`src/hdl/tbpc_pkg.sv`:
```
`default_nettype none

package tbpc_pkg;

   localparam int unsigned TimeWidth = 32;
   localparam int unsigned StepWidth = 16;
   localparam int unsigned ActionWidth = 3;
   localparam int unsigned CsrIndexWidth = 2;

   localparam logic [TimeWidth-1:0] DebounceTimeReset = TimeWidth'(20 * 1000);
   localparam logic [TimeWidth-1:0] LongPressReset = TimeWidth'(1000000);
   localparam logic [TimeWidth-1:0] BothPressReset = TimeWidth'(500000);

   localparam logic [CsrIndexWidth-1:0] CSR_DEBOUNCE = 2'd0;
   localparam logic [CsrIndexWidth-1:0] CSR_LONG_PRESS = 2'd1;
   localparam logic [CsrIndexWidth-1:0] CSR_BOTH_PRESS = 2'd2;

   localparam logic [ActionWidth-1:0] ACT_NONE = 3'd0;
   localparam logic [ActionWidth-1:0] ACT_SHORT = 3'd1;
   localparam logic [ActionWidth-1:0] ACT_LONG = 3'd2;
   localparam logic [ActionWidth-1:0] ACT_LONG_REL = 3'd3;
   localparam logic [ActionWidth-1:0] ACT_BOTH = 3'd4;

   // Debounced view of one button after the current tick.
   typedef struct packed {
      logic pressed;
      logic over_long;
      logic over_both;
   } btn_status_type;

endpackage

`default_nettype wire

```
`src/hdl/tbpc_debounce.sv`:
```
`default_nettype none

module tbpc_debounce
   import tbpc_pkg::*;
(
   input  wire logic                 clock,
   input  wire logic                 reset,
   input  wire logic                 enable,
   input  wire logic [StepWidth-1:0] step_us,
   input  wire logic                 raw,
   input  wire logic [TimeWidth-1:0] debounce_time_us,
   input  wire logic [TimeWidth-1:0] long_press_threshold_us,
   input  wire logic [TimeWidth-1:0] both_press_threshold_us,
   output btn_status_type            status
);

   logic                 level_ff;
   logic                 level_in;
   logic [TimeWidth-1:0] steady_ff;
   logic [TimeWidth-1:0] steady_in;
   logic [TimeWidth:0]   sum;
   logic [TimeWidth-1:0] sat;
   logic                 resample;
   logic                 clear;

   always_comb begin
      sum = {1'b0, steady_ff} + {{(TimeWidth + 1 - StepWidth){1'b0}}, step_us};
      sat = sum[TimeWidth] ? {TimeWidth{1'b1}} : sum[TimeWidth-1:0];
      resample = (sat >= debounce_time_us);
      clear = resample && (level_ff != raw);
      level_in = resample ? raw : level_ff;
      steady_in = clear ? '0 : sat;
      // A cleared counter only passes a threshold of zero.
      status.pressed = level_in;
      status.over_long = clear ? (long_press_threshold_us == '0)
                               : (sat >= long_press_threshold_us);
      status.over_both = clear ? (both_press_threshold_us == '0)
                               : (sat >= both_press_threshold_us);
   end

   always_ff @(posedge clock) begin
      if (reset) begin
         level_ff <= 1'b0;
         steady_ff <= '0;
      end else if (enable) begin
         level_ff <= level_in;
         steady_ff <= steady_in;
      end
   end

endmodule

`default_nettype wire

```
`src/hdl/two_button_press_classifier_top.sv`:
```
// Two-button press classifier with debouncing.
// Input channel (req_): one beat per tick carries the microseconds since the
// previous tick and the raw left and right levels. Each tick yields exactly
// one result beat on the rsp_ channel: an action type and its direction.
// Configuration (csr_): index 0 debounce time, 1 long-press threshold,
// 2 both-press threshold; other indexes are ignored. csr_ready is always high.
// The result of a beat accepted at one edge is registered and valid right after
// that edge. Throughput is one tick per cycle while the receiver does not stall,
// set by the single result register; the debounce counters and the press state
// update in the same cycle as the accepting edge.
// When the receiver stalls, the result register holds its beat and req_ready
// falls, so no tick is taken until the held result is gone; a new tick is
// accepted in the same cycle in which the held result is taken.
// Reset (synchronous) empties the result register, returns the configuration
// to its defaults, clears the debounced levels and counters and puts the
// press state machine into neutral.
`default_nettype none

module two_button_press_classifier_top
   import tbpc_pkg::*;
(
   input  wire logic                     clock,
   input  wire logic                     reset,
   input  wire logic                     req_valid,
   output logic                          req_ready,
   input  wire logic [StepWidth-1:0]     req_step_us,
   input  wire logic                     req_raw_left,
   input  wire logic                     req_raw_right,
   output logic                          rsp_valid,
   input  wire logic                     rsp_ready,
   output logic [ActionWidth-1:0]        rsp_action_type,
   output logic                          rsp_action_right,
   input  wire logic                     csr_valid,
   output logic                          csr_ready,
   input  wire logic [CsrIndexWidth-1:0] csr_index,
   input  wire logic [TimeWidth-1:0]     csr_data
);

   typedef enum logic [6:0] {
      ST_NEUTRAL = 7'b0000001,
      ST_L_UNDER = 7'b0000010,
      ST_L_OVER  = 7'b0000100,
      ST_R_UNDER = 7'b0001000,
      ST_R_OVER  = 7'b0010000,
      ST_BOTH    = 7'b0100000,
      ST_WAIT    = 7'b1000000
   } press_state_type;

   press_state_type        state_ff;
   press_state_type        state_in;
   logic [TimeWidth-1:0]   debounce_ff;
   logic [TimeWidth-1:0]   long_ff;
   logic [TimeWidth-1:0]   both_ff;
   logic                   rsp_valid_ff;
   logic [ActionWidth-1:0] type_ff;
   logic [ActionWidth-1:0] type_in;
   logic                   right_ff;
   logic                   right_in;
   logic                   req_fire;
   btn_status_type         left;
   btn_status_type         right;

   assign req_ready = !rsp_valid_ff || rsp_ready;
   assign req_fire = req_valid && req_ready;
   assign csr_ready = 1'b1;
   assign rsp_valid = rsp_valid_ff;
   assign rsp_action_type = type_ff;
   assign rsp_action_right = right_ff;

   tbpc_debounce u_left (
      .clock                   (clock),
      .reset                   (reset),
      .enable                  (req_fire),
      .step_us                 (req_step_us),
      .raw                     (req_raw_left),
      .debounce_time_us        (debounce_ff),
      .long_press_threshold_us (long_ff),
      .both_press_threshold_us (both_ff),
      .status                  (left)
   );

   tbpc_debounce u_right (
      .clock                   (clock),
      .reset                   (reset),
      .enable                  (req_fire),
      .step_us                 (req_step_us),
      .raw                     (req_raw_right),
      .debounce_time_us        (debounce_ff),
      .long_press_threshold_us (long_ff),
      .both_press_threshold_us (both_ff),
      .status                  (right)
   );

   always_comb begin
      state_in = state_ff;
      type_in = ACT_NONE;
      right_in = 1'b0;
      unique case (state_ff)
         ST_NEUTRAL: begin
            if (left.pressed && right.pressed) begin
               state_in = ST_BOTH;
            end else if (left.pressed) begin
               state_in = ST_L_UNDER;
            end else if (right.pressed) begin
               state_in = ST_R_UNDER;
            end
         end
         ST_L_UNDER: begin
            if (!left.pressed) begin
               type_in = ACT_SHORT;
               state_in = ST_WAIT;
            end else if (right.pressed) begin
               state_in = ST_BOTH;
            end else if (left.over_long) begin
               type_in = ACT_LONG;
               state_in = ST_L_OVER;
            end
         end
         ST_L_OVER: begin
            if (!left.pressed) begin
               type_in = ACT_LONG_REL;
               state_in = ST_WAIT;
            end
         end
         ST_R_UNDER: begin
            if (!right.pressed) begin
               type_in = ACT_SHORT;
               right_in = 1'b1;
               state_in = ST_WAIT;
            end else if (left.pressed) begin
               state_in = ST_BOTH;
            end else if (right.over_long) begin
               type_in = ACT_LONG;
               right_in = 1'b1;
               state_in = ST_R_OVER;
            end
         end
         ST_R_OVER: begin
            if (!right.pressed) begin
               type_in = ACT_LONG_REL;
               right_in = 1'b1;
               state_in = ST_WAIT;
            end
         end
         ST_BOTH: begin
            if (!left.pressed || !right.pressed) begin
               state_in = ST_WAIT;
            end else if (left.over_both && right.over_both) begin
               type_in = ACT_BOTH;
               state_in = ST_WAIT;
            end
         end
         default: begin
            // Wait for neutral; an illegal code recovers the same way.
            state_in = (!left.pressed && !right.pressed) ? ST_NEUTRAL : ST_WAIT;
         end
      endcase
   end

   always_ff @(posedge clock) begin
      if (reset) begin
         state_ff <= ST_NEUTRAL;
         rsp_valid_ff <= 1'b0;
         debounce_ff <= DebounceTimeReset;
         long_ff <= LongPressReset;
         both_ff <= BothPressReset;
      end else begin
         if (req_fire) begin
            state_ff <= state_in;
            rsp_valid_ff <= 1'b1;
         end else if (rsp_ready) begin
            rsp_valid_ff <= 1'b0;
         end
         if (csr_valid && csr_ready) begin
            if (csr_index == CSR_DEBOUNCE) begin
               debounce_ff <= csr_data;
            end
            if (csr_index == CSR_LONG_PRESS) begin
               long_ff <= csr_data;
            end
            if (csr_index == CSR_BOTH_PRESS) begin
               both_ff <= csr_data;
            end
         end
      end
   end

   always_ff @(posedge clock) begin
      if (req_fire) begin
         type_ff <= type_in;
         right_ff <= right_in;
      end
   end

endmodule

`default_nettype wire

```
`config.mk`:
```
export PLATFORM = sky130hd
export DESIGN_NAME = two_button_press_classifier_top
export DESIGN_NICKNAME = d
export VERILOG_FILES = /design/src/hdl/tbpc_pkg.sv /design/src/hdl/tbpc_debounce.sv /design/src/hdl/two_button_press_classifier_top.sv
export SDC_FILE = /design/constraint.sdc
export NUM_CORES = 1
export LEC_CHECK = 0
export BUFFER_PORTS_ARGS = -buffer_cell sky130_fd_sc_hd__buf_2
export CAP_MARGIN = 10
export CORE_MARGIN = 3
export CORE_UTILIZATION = 32
export CTS_CLUSTER_SIZE = 14
export DETAILED_ROUTE_END_ITERATION = 8
export RECOVER_POWER = 100
export SYNTH_ARGS = -nofsm -noshare
export SYNTH_HDL_FRONTEND = slang
export SYNTH_SLANG_ARGS = --single-unit
export TNS_END_PERCENT = 10
```
`constraint.sdc`:
```
create_clock -name clock -period 17.1 [get_ports clock]
set_clock_uncertainty 0.1 [all_clocks]
set_input_delay 0 -clock clock [delete_from_list [all_inputs] [get_ports clock]]
set_output_delay 0 -clock clock [all_outputs]
set_load 0.01 [all_outputs]
```
==> results of run 1 <==
[sequential cells by signal, summed over array words and instances (netlist names), 3 cells and up]
name               count
both_ff               32
debounce_ff           32
long_ff               32
u_left.steady_ff      32
u_right.steady_ff     32
state_ff               7
rsp_action_type        3
[tightest hold or removal path, cell delays in order]
cell	delay [ns]
buf_2	0.12
nand3b_1	0.08
buf_4	0.24
nand2_1	0.10
a21oi_1	0.05
[cell families after synthesis]
kind of cell | after synthesis
simple gates | 613
compound gates | 474
fa+ha+maj | 226
buf+inv | 180
flops | 174
xor+xnor | 44
mux | 19
other cells | 1
[what timing repair did]
action / in CTS / in global routing
hold endpoints to repair: 113 / 0
hold buffers: 36 / 0
buffers inserted: 0 / 0
[stage by stage]
step	setup WS [ns]	hold WS, ns	instance area [um2]	util, %
after detailed placement	9.876	0.1393	14320	34.67
after global routing	8.325	0.1403	15220	36.86
final	9.041	0.08860	15220	36.86
after global placement	9.995	0.1360	14320	34.67
after CTS	9.860	0.07729	15260	36.95
after floorplan	11.31	0.01784	13520	-
[area by class of cell]
| type | count | area, um2 |
|---|---|---|
| multi-input cells | 1377 | 9291 |
| clock buffers | 19 | 454.2 |
| well taps | 532 | 665.6 |
| fillers | 4320 | 26070 |
| clock inverters | 13 | 126.4 |
| inverters | 111 | 416.7 |
| flip-flops and latches | 174 | 3523 |
| repair buffers | 111 | 744.5 |
[where the power goes]
part           switching, W  total [W]  leakage [nW]  internal, W
combinational      0.000357   0.000584          4.84     0.000227
clock              0.000191   0.000404         0.290     0.000213
sequential        0.0000202   0.000455          1.42     0.000435
[cells in the mapped netlist, types with 10 or more instances]
cell type,count
nor4_1,26
nand2_1,279
a211oi_1,21
o21a_1,10
ha_1,224
o21ai_0,63
clkbuf_1,57
nand4_1,33
a31oi_1,13
mux2i_1,13
xor2_1,23
nand3_1,45
and3_1,20
nor2_1,104
inv_1,111
a21o_1,35
a311oi_1,13
nor3_1,25
xnor2_1,21
a211o_1,22
a22oi_1,20
dfxtp_1,170
a21oi_1,198
nand2b_1,18
or2_2,13
[final timing paths]
kind                        start                   end  slack (ns)  cells after the start
min                     csr_valid            long_ff[7]        0.09                      5
min reg2reg        debounce_ff[2]        debounce_ff[2]        0.36                      2
max                         reset  u_left.steady_ff[23]        9.04                      6
max reg2reg  u_right.steady_ff[0]           state_ff[6]        9.39                     20
[routing by layer]
metal  part of all wire (%)  vias up  track usage, %  wire length, um
li1                       -     6378               -                -
met1                     46     5958           25.05            19830
met2                     48      254           33.87            20670
met3                    3.8       40           2.845             1622
met4                    1.8        0           4.804              758
met5                      0        -               0                0
==> flow_summary.toml, run 1 <==
[floorplan]
core_mm2 = 0.04129
rows = 74
die_y_um = 211.6
initial_utilization_pct = 32.75
fp.dieArea_mm2 = 0.04476
io_pins = 64
fp.dieW_um = 211.6

[global_route]
grt_pass1_wl_um = 68170
grt_pass1_vias = 12220
grt_max_degree = 96
overflow = 0
antenna_found_initial = 0
grt_usage_pct = 19.35

[power_and_ir_drop]
power.density_mw_per_mm2 = 94.74
peakVddDrop_mv = 0.05618
cellLeakagePower_nw = 6.558
power.total_w = 0.001442

[cts]
clkSinkCount = 174
h-tree-depth = 4
cts-root-buf = "clkbuf_16"
clock_tree.buffer_depth = 2
cts.reportedPaths.clkPinSlew_ns = 0.07
cts_tree = "built"
cts_resized = 0
numCtsBuffers = 17
worstSkewPairLatency_ns = 0.46

[setup_path]
critPathBufInv = 3
crit_path_end_kind = "flip-flop"
crit_family = "buffers and inverters"
crit_slowest_cell = "clkbuf_1"
critPathMaxStageDelay_ns = 3.16
crit_path_start_kind = "primary input"
cp_data_required_time_ns = 17.24
crit_chain = "dlygate4sd3_1, clkbuf_1, clkbuf_1, nor3_1, nor2_1, o41ai_1"
critPathKind = "in -> reg"
cp.arrival_ns = 8.20
crit_path_frequent_cell = "clkbuf_1"
crit_fanout = 95

[placed_design]
post-dp-hpwl_um = 33580
dp.cells = 2269
port-buffer-count = 62
gp_congestion = 0.9091

[detailed_routing]
vias = 12630
drtPass1Iterations = 5
viasPerCell = 5.404
drtAntennaViolNets = 0
routed_wl_um = 42880
drcViolationCount = 0
drt_iter0_drc = 753
wl_per_cell_um = 18.35

[logic_synthesis]
synthXorXnorAreaFrac_pct = 2.850
ys_ff_latch = 174
ys_types = 79
syn_area_mm2 = 0.01352
yosys.area_share.simple_pct = 21.07
synth_top_family_by_area = "compound AO/OA/AOI/OAI gates"
synth_fa_ha_area_share_pct = 21.02
synth_top_area_cell = "dfxtp_1"
syn_inst = 1731
synthFlopType = "dfxtp_1"
synth_edf_count = 4
syn_nets = 2014
synthDominantCellAreaShare_pct = 25.17
avgSynthCellArea_um2 = 7.812
synth_area_leaders = "dfxtp_1, ha_1, nand2_1"
yosysWarnings = 0
async_flop_share_pct = 0
synth.mux.area_fraction_pct = 1.490
synth_compound_area_share_pct = 22.26
seq_area_frac_synth_pct = 26.05

[sta]
post-route-min-period_ns = 8.059
max_freq_ghz = 0.1241
final.setup.tns_ns = 0
setup_viol = 0
post-route-period-util_pct = 47.13
rsz0062_at_grt = "no"
slew_headroom_pct = -194.7
drv_slew = 255
worst-slew-pin-transition_ns = 4.420
hold_viol_final = 0

[run_status]
violations = "capacitance limit, slew limit"
outcome = "complete, but fails checks"

[final_layout]
final_common_cell = "nand2_1"
antennaDiodeCount = 0
stdcell_count = 2337
finalNetCount = 2075
layout_common_cells = "nand2_1, ha_1, a21oi_1"
syn2layout_area_growth_pct = 12.56
final_layout_size_suffix_gt1_share_pct = 6.870

[run]
cap_violations = 5

[worst_hold_path]
hold_path.class = "in -> reg"
No activity file was read; power rests on OpenSTA's default activity.
==> run 2: changes to the inputs <==
--- a/config.mk
+++ b/config.mk
@@ -5,6 +5,7 @@
 export SDC_FILE = /design/constraint.sdc
 export NUM_CORES = 1
 export LEC_CHECK = 0
+export ABC_AREA = 1
 export BUFFER_PORTS_ARGS = -buffer_cell sky130_fd_sc_hd__buf_2
 export CAP_MARGIN = 10
 export CORE_MARGIN = 3
==> constraint.sdc (replaced) <==
create_clock -name clock -period 8.2 [get_ports clock]
set_clock_uncertainty 0.1 [all_clocks]
set_input_delay 0 -clock clock [delete_from_list [all_inputs] [get_ports clock]]
set_output_delay 0 -clock clock [all_outputs]
set_load 0.01 [all_outputs]
==> run 2 against run 1 <==
The flow still finishes with violations (capacitance limit, slew limit). Critical path depth is 21 higher. Setup slack worse by 7.4 ns. Register-to-register slack worse by 7.8 ns. Sequential power is 110% higher. Count of clock-buffer cells in the layout stayed put. Global-route usage is 0.075 points higher. Clock power is 120% higher. Routed wire length is 6.3% higher. Die area is 3.2% higher. Combinational power is 85% higher. Largest cell class unchanged.
==> flow_summary.toml, run 2 <==
[sta]
rsz0062_at_grt = "no"
post-route-period-util_pct = 80.30
post-route-min-period_ns = 6.585
final.setup.tns_ns = 0
slew_headroom_pct = -143.5
hold_viol_final = 0
worst-slew-pin-transition_ns = 3.653
drv_slew = 273
max_freq_ghz = 0.1519
setup_viol = 0

[logic_synthesis]
ys_top_cells_by_count = "nand2_1, a21oi_1, inv_1"
yosysWarnings = 0
syn_area_mm2 = 0.01396
async_flop_share_pct = 0
syn_nets = 2333
synth.most_common_cell = "nand2_1"
avgSynthCellArea_um2 = 6.811
synthFlopType = "dfxtp_1"
synth_area_leaders = "dfxtp_1, ha_1, nand2_1"
ys_ff_latch = 174
seq_area_frac_synth_pct = 25.24
synthDominantCellAreaShare_pct = 24.37
synth_top_area_cell = "dfxtp_1"
ys_types = 53
syn_inst = 2050
synth_edf_count = 4

[run_status]
violations = "capacitance limit, slew limit"
outcome = "complete, but fails checks"

[setup_path]
reg2reg_slack_ns = 1.62
r2r.worst_path.cells = 27
critPathMaxStageDelay_ns = 1.22
critPathKind = "reg -> reg"
crit_family = "simple AND/OR/NAND/NOR gates"
r2r-end = "u_left.steady_ff[13]"
crit_path_start_kind = "flip-flop"
crit_fanout = 32
crit_path_end_kind = "flip-flop"
crit_path_frequent_cell = "nand2_1"
cp_data_required_time_ns = 8.44
r2r_start = "u_left.steady_ff[0]"
crit_cells = 27
crit_slowest_cell = "clkbuf_1"
cp.arrival_ns = 6.82
critPathBufInv = 3

[global_route]
overflow = 0
grt_max_degree = 96
antenna_found_initial = 0
grt_pass1_wl_um = 71130
grt_pass1_vias = 13010
grt_usage_pct = 19.42

[cts]
clkSinkCount = 174
cts_tree = "built"
worstSkewPairLatency_ns = 0.46
numCtsBuffers = 17
h-tree-depth = 4
cts_resized = 0
clock_tree.buffer_depth = 2
cts-root-buf = "clkbuf_16"
cts.reportedPaths.clkPinSlew_ns = 0.08

[detailed_routing]
drcViolationCount = 0
viasPerCell = 5.129
drtAntennaViolNets = 0
routed_wl_um = 45570
drt_iter0_drc = 1051
wl_per_cell_um = 16.76
drtPass1Iterations = 6
vias = 13950

[floorplan]
core_mm2 = 0.04251
io_pins = 64
initial_utilization_pct = 32.84
fp.dieArea_mm2 = 0.04617
rows = 75
die_y_um = 214.9
fp.dieW_um = 214.9

[final_layout]
final_layout_size_suffix_gt1_share_pct = 7.096
syn2layout_area_growth_pct = 13.45
finalNetCount = 2412
fin_util_pct = 37.26
final_common_cell = "nand2_1"
layout_common_cells = "nand2_1, a21oi_1, inv_1"
antennaDiodeCount = 0

[power_and_ir_drop]
peakVddDrop_mv = 0.1538
cellLeakagePower_nw = 7.272
power.density_mw_per_mm2 = 183.1

[run]
cap_violations = 4

[worst_hold_path]
hold_start = "csr_valid"
hold_end = "long_ff[14]"
hold_depth = 5
hold_path.class = "in -> reg"

[placed_design]
post-dp-hpwl_um = 36260
port-buffer-count = 62
gp_congestion = 0.9472
[run 2: changes by cell type after synthesis, moves of 34 or more]
cell | previous run | this run
inv_1 | 111 | 244
nor2_1 | 104 | 138
a21oi_1 | 198 | 258
nand3_1 | 45 | 83
nand2_1 | 279 | 512
o21ai_0 | 63 | 122
[run 2: through the flow]
step	setup slack, ns	cell area [um2]	std cells	hold slack (ns)	power (W)
2_1_floorplan	4.150	13960	2050	0.02679	0.001690
3_3_place_gp	2.981	14850	2643	0.1511	0.001979
3_5_place_dp	2.878	14850	2643	0.1565	0.002000
4_1_cts	2.865	15900	2719	0.03360	0.002906
5_1_grt	1.207	15840	2719	0.07146	0.003100
6_report	1.615	15840	2719	0.05706	0.002900
[run 2: cell families (layout without fill, tap and decap cells)]
| group | after synthesis | in the layout | share of synthesized area [%] |
|---|---|---|---|
| simple gates | 883 | 883 | 27.72 |
| compound gates | 447 | 447 | 17.30 |
| buf+inv | 303 | 395 | 8.361 |
| fa+ha+maj | 226 | 226 | 20.36 |
| flops | 174 | 174 | 25.24 |
| xor+xnor | 16 | 16 | 1.004 |
| other cells | 1 | 1 | 0.02686 |
[run 2: worst max-delay path by stage]
stage | end | startpoint
floorplan | state_ff[0] | u_right.steady_ff[0]
global placement | state_ff[5] | u_right.steady_ff[0]
detailed placement | state_ff[1] | u_right.steady_ff[0]
CTS | state_ff[2] | u_right.steady_ff[0]
global route | u_left.steady_ff[7] | u_left.steady_ff[0]
finish | u_left.steady_ff[13] | u_left.steady_ff[0]
[run 2: power by group]
group,leakage (nW),switching (W),internal [W]
clock,0.307,0.000400,0.000483
sequential,1.43,0.0000294,0.000905
combinational,5.53,0.000709,0.000372
total,7.27,0.00114,0.00176
[run 2: what timing repair did]
action                                 4_1_cts  5_1_grt
hold buffers                                44        0
endpoints found under the hold margin      102        0
setup endpoints to repair                    0        0
setup buffers                                0        0
[run 2: cell type report]
| class | count | area (um2) |
|---|---|---|
| Sequential cell | 174 | 3523 |
| Tap cell | 577 | 721.9 |
| Clock buffer | 19 | 464.2 |
| Clock inverter | 13 | 150.1 |
| Timing Repair Buffer | 117 | 810.8 |
| Multi-Input combinational cell | 1573 | 9246 |
| Fill cell | 4559 | 26670 |
| Inverter | 246 | 923.4 |
[run 2: routing by layer]
layer	part of all wire, %	global-route usage (%)	vias to the layer above
li1	-	-	7052
met1	50	28.25	6498
met2	43	30.31	364
met3	5.1	2.768	33
met4	1.5	4.546	0
met5	0	0	-
[run 2: worst register-to-register path, stage by stage (launching register included)]
cell      delay, ns
dfxtp_1        0.33
ha_1           0.22
fa_1           0.27
nand3_1        0.09
nand2_1        0.11
nand2_1        0.06
nand2_1        0.07
a21oi_2        0.07
o21ai_2        0.19
nand2_2        0.11
nand2_4        0.12
nand4_1        0.88
nand3_1        0.72
ha_1           0.33
nand2_1        0.06
inv_1          0.04
nand2_1        0.06
nand2_1        0.05
nand2_1        0.09
a21oi_1        0.09
nor2_1         0.33
nand2_2        0.12
nand2_1        0.13
inv_1          0.08
nor2_2         0.07
clkbuf_1       1.22
nand2_1        0.23
a21oi_1        0.20
==> run 3: changes to the inputs <==
--- a/config.mk
+++ b/config.mk
@@ -5,7 +5,7 @@
 export SDC_FILE = /design/constraint.sdc
 export NUM_CORES = 1
 export LEC_CHECK = 0
-export ABC_AREA = 1
+export ABC_AREA = 0
 export BUFFER_PORTS_ARGS = -buffer_cell sky130_fd_sc_hd__buf_2
 export CAP_MARGIN = 10
 export CORE_MARGIN = 3
==> constraint.sdc (replaced) <==
create_clock -name clock -period 5.3 [get_ports clock]
set_clock_uncertainty 0.1 [all_clocks]
set_input_delay 0 -clock clock [delete_from_list [all_inputs] [get_ports clock]]
set_output_delay 0 -clock clock [all_outputs]
set_load 0.01 [all_outputs]
==> run 3 against run 2 <==
The run ends with hold timing, capacitance limit, slew limit, setup timing left. Sequential share of layout area down 2.0 points. First-iteration DRC count down 21%. Routed wire length is 1.5% higher. Via count decreased by 2.2%. Global-route usage increased by 1.1 points. Critical path type unchanged.
==> flow_summary.toml, run 3 (synthesis results as in run 1) <==
[run_status]
outcome = "complete, but fails checks"
violations = "hold timing, capacitance limit, slew limit, setup timing"

[floorplan]
io_pins = 64
die_y_um = 211.6
rows = 74
fp.dieArea_mm2 = 0.04476
core_mm2 = 0.04129
fp.dieW_um = 211.6
initial_utilization_pct = 32.75

[sta]
drv_slew = 78
worst-slew-pin-transition_ns = 3.574
slew_headroom_pct = -138.3
post-route-min-period_ns = 5.329
hold_slack_ns = -0.01186
max_freq_ghz = 0.1876
setup_viol = 2
post-route-period-util_pct = 100.6
rsz0062_at_grt = "yes"
setup_ws_ns = -0.02929
hold_viol_final = 1

[setup_path]
critPathMaxStageDelay_ns = 0.40
cp.arrival_ns = 5.57
crit_path_end_kind = "flip-flop"
critPathKind = "reg -> reg"
r2r.worst_path.cells = 21
crit_family = "compound AO/OA/AOI/OAI gates"
crit_chain = "ha_4, fa_2, a21oi_4, o21bai_4, a2111oi_4, o211ai_1, a41o_2, nand2_4, nor2_4, buf_12, or2_4, ha_4, a21oi_2, nand2_1, a2111o_1, a211o_4, a21o_4, o22a_1, o311ai_4, and4b_2, mux2_4"
r2r-end = "state_ff[6]"
reg2reg_slack_ns = -0.03
crit_path_start_kind = "flip-flop"
crit_slowest_cell = "a2111oi_4"
r2r_start = "u_right.steady_ff[0]"
critPathBufInv = 1
crit_fanout = 6
crit_path_frequent_cell = "ha_4"
cp_data_required_time_ns = 5.55

[final_layout]
final_layout_size_suffix_gt1_share_pct = 20.23
layout_common_cells = "nand2_1, ha_1, a21oi_1"
final_common_cell = "nand2_1"
stdcell_count = 2509
antennaDiodeCount = 0
syn2layout_area_growth_pct = 28.59
finalNetCount = 2247

[detailed_routing]
vias = 13640
viasPerCell = 5.438
drtAntennaViolNets = 0
routed_wl_um = 46240
drt_iter0_drc = 832
drcViolationCount = 0
wl_per_cell_um = 18.43
drtPass1Iterations = 5

[power_and_ir_drop]
power.density_mw_per_mm2 = 305.3
cellLeakagePower_nw = 7.615
peakVddDrop_mv = 0.1878

[global_route]
grt_max_degree = 80
overflow = 0
grt_pass1_wl_um = 72050
grt_pass1_vias = 13310
antenna_found_initial = 1
grt_usage_pct = 20.53

[worst_hold_path]
hold_start = "req_step_us[0]"
hold_path.class = "in -> reg"
hold_end = "u_left.steady_ff[0]"
hold_depth = 5

[cts]
cts_tree = "built"
cts-root-buf = "clkbuf_16"
worstSkewPairLatency_ns = 0.46
clkSinkCount = 174
numCtsBuffers = 17
h-tree-depth = 4
clock_tree.buffer_depth = 2
cts.reportedPaths.clkPinSlew_ns = 0.08

[placed_design]
gp_congestion = 0.9550
dp.cells = 2409
port-buffer-count = 62
post-dp-hpwl_um = 35570

[run]
cap_violations = 1
==> run 3: how the worst max path moves through the flow <==
| stage | start | to | slack (ns) | cells after the start |
|---|---|---|---|---|
| CTS | u_right.steady_ff[0] | state_ff[6] | -0.04 | 21 |
| global route | u_right.steady_ff[0] | state_ff[6] | -0.21 | 21 |
| finish | u_right.steady_ff[0] | state_ff[6] | -0.03 | 21 |
| global placement | u_left.steady_ff[0] | state_ff[6] | -0.49 | 20 |
| detailed placement | u_left.steady_ff[6] | state_ff[2] | -0.59 | 20 |
| floorplan | u_left.steady_ff[0] | state_ff[6] | 0.01 | 24 |
==> run 3: metrics by stage <==
stage	setup WS [ns]	setup TNS (ns)	power, W	area [um2]	util (%)
2_1_floorplan	0.01301	0	0.002842	13590	-
3_3_place_gp	-0.4928	-3.490	0.003540	15470	37.46
3_5_place_dp	-0.5869	-4.641	0.003596	15470	37.46
4_1_cts	-0.04007	-0.09807	0.005200	16940	41.02
5_1_grt	-0.2050	-2.373	0.005656	17390	42.11
6_report	-0.02929	-0.04251	0.005308	17390	42.11
==> run 3: per-layer routing <==
metal,track usage [%],vias up,part of all wire (%)
li1,-,6728,-
met1,25.73,6446,43
met2,34.41,380,47
met3,3.957,89,5.3
met4,8.984,0,4.5
met5,0,-,0
==> run 3: power by group <==
| part | switching, W | internal (W) | total [W] |
|---|---|---|---|
| Sequential | 0.0000704 | 0.00140 | 0.00147 |
| Combinational | 0.00132 | 0.00107 | 0.00239 |
| Clock | 0.000617 | 0.000828 | 0.00145 |
| Total | 0.00200 | 0.00330 | 0.00531 |
==> run 3: final cells by class <==
cell class	instances	area, um2
inverter	111	416.7
sequential	174	3528
clock buffer	18	450.4
fill	4137	23910
timing repair buffer	283	2147
tap	532	665.6
clock inverter	14	200.2
multi-input combinational	1377	9981
==> run 3: worst reg2reg max path: stages, from the launching register on <==
cell,delay [ns]
dfxtp_2,0.34
ha_4,0.16
fa_2,0.36
a21oi_4,0.16
o21bai_4,0.08
a2111oi_4,0.40
o211ai_1,0.18
a41o_2,0.34
nand2_4,0.10
nor2_4,0.06
buf_12,0.14
or2_4,0.24
ha_4,0.22
a21oi_2,0.13
nand2_1,0.06
a2111o_1,0.38
a211o_4,0.33
a21o_4,0.24
o22a_1,0.26
o311ai_4,0.31
and4b_2,0.31
mux2_4,0.31
==> run 3: timing repair <==
action,CTS,global route
hold buffers,36,0
endpoints found under the hold margin,100,0
setup endpoints to repair,25,31
resized for setup,62,86
pin swaps,35,60
cloned,1,0
buffers inserted,17,17
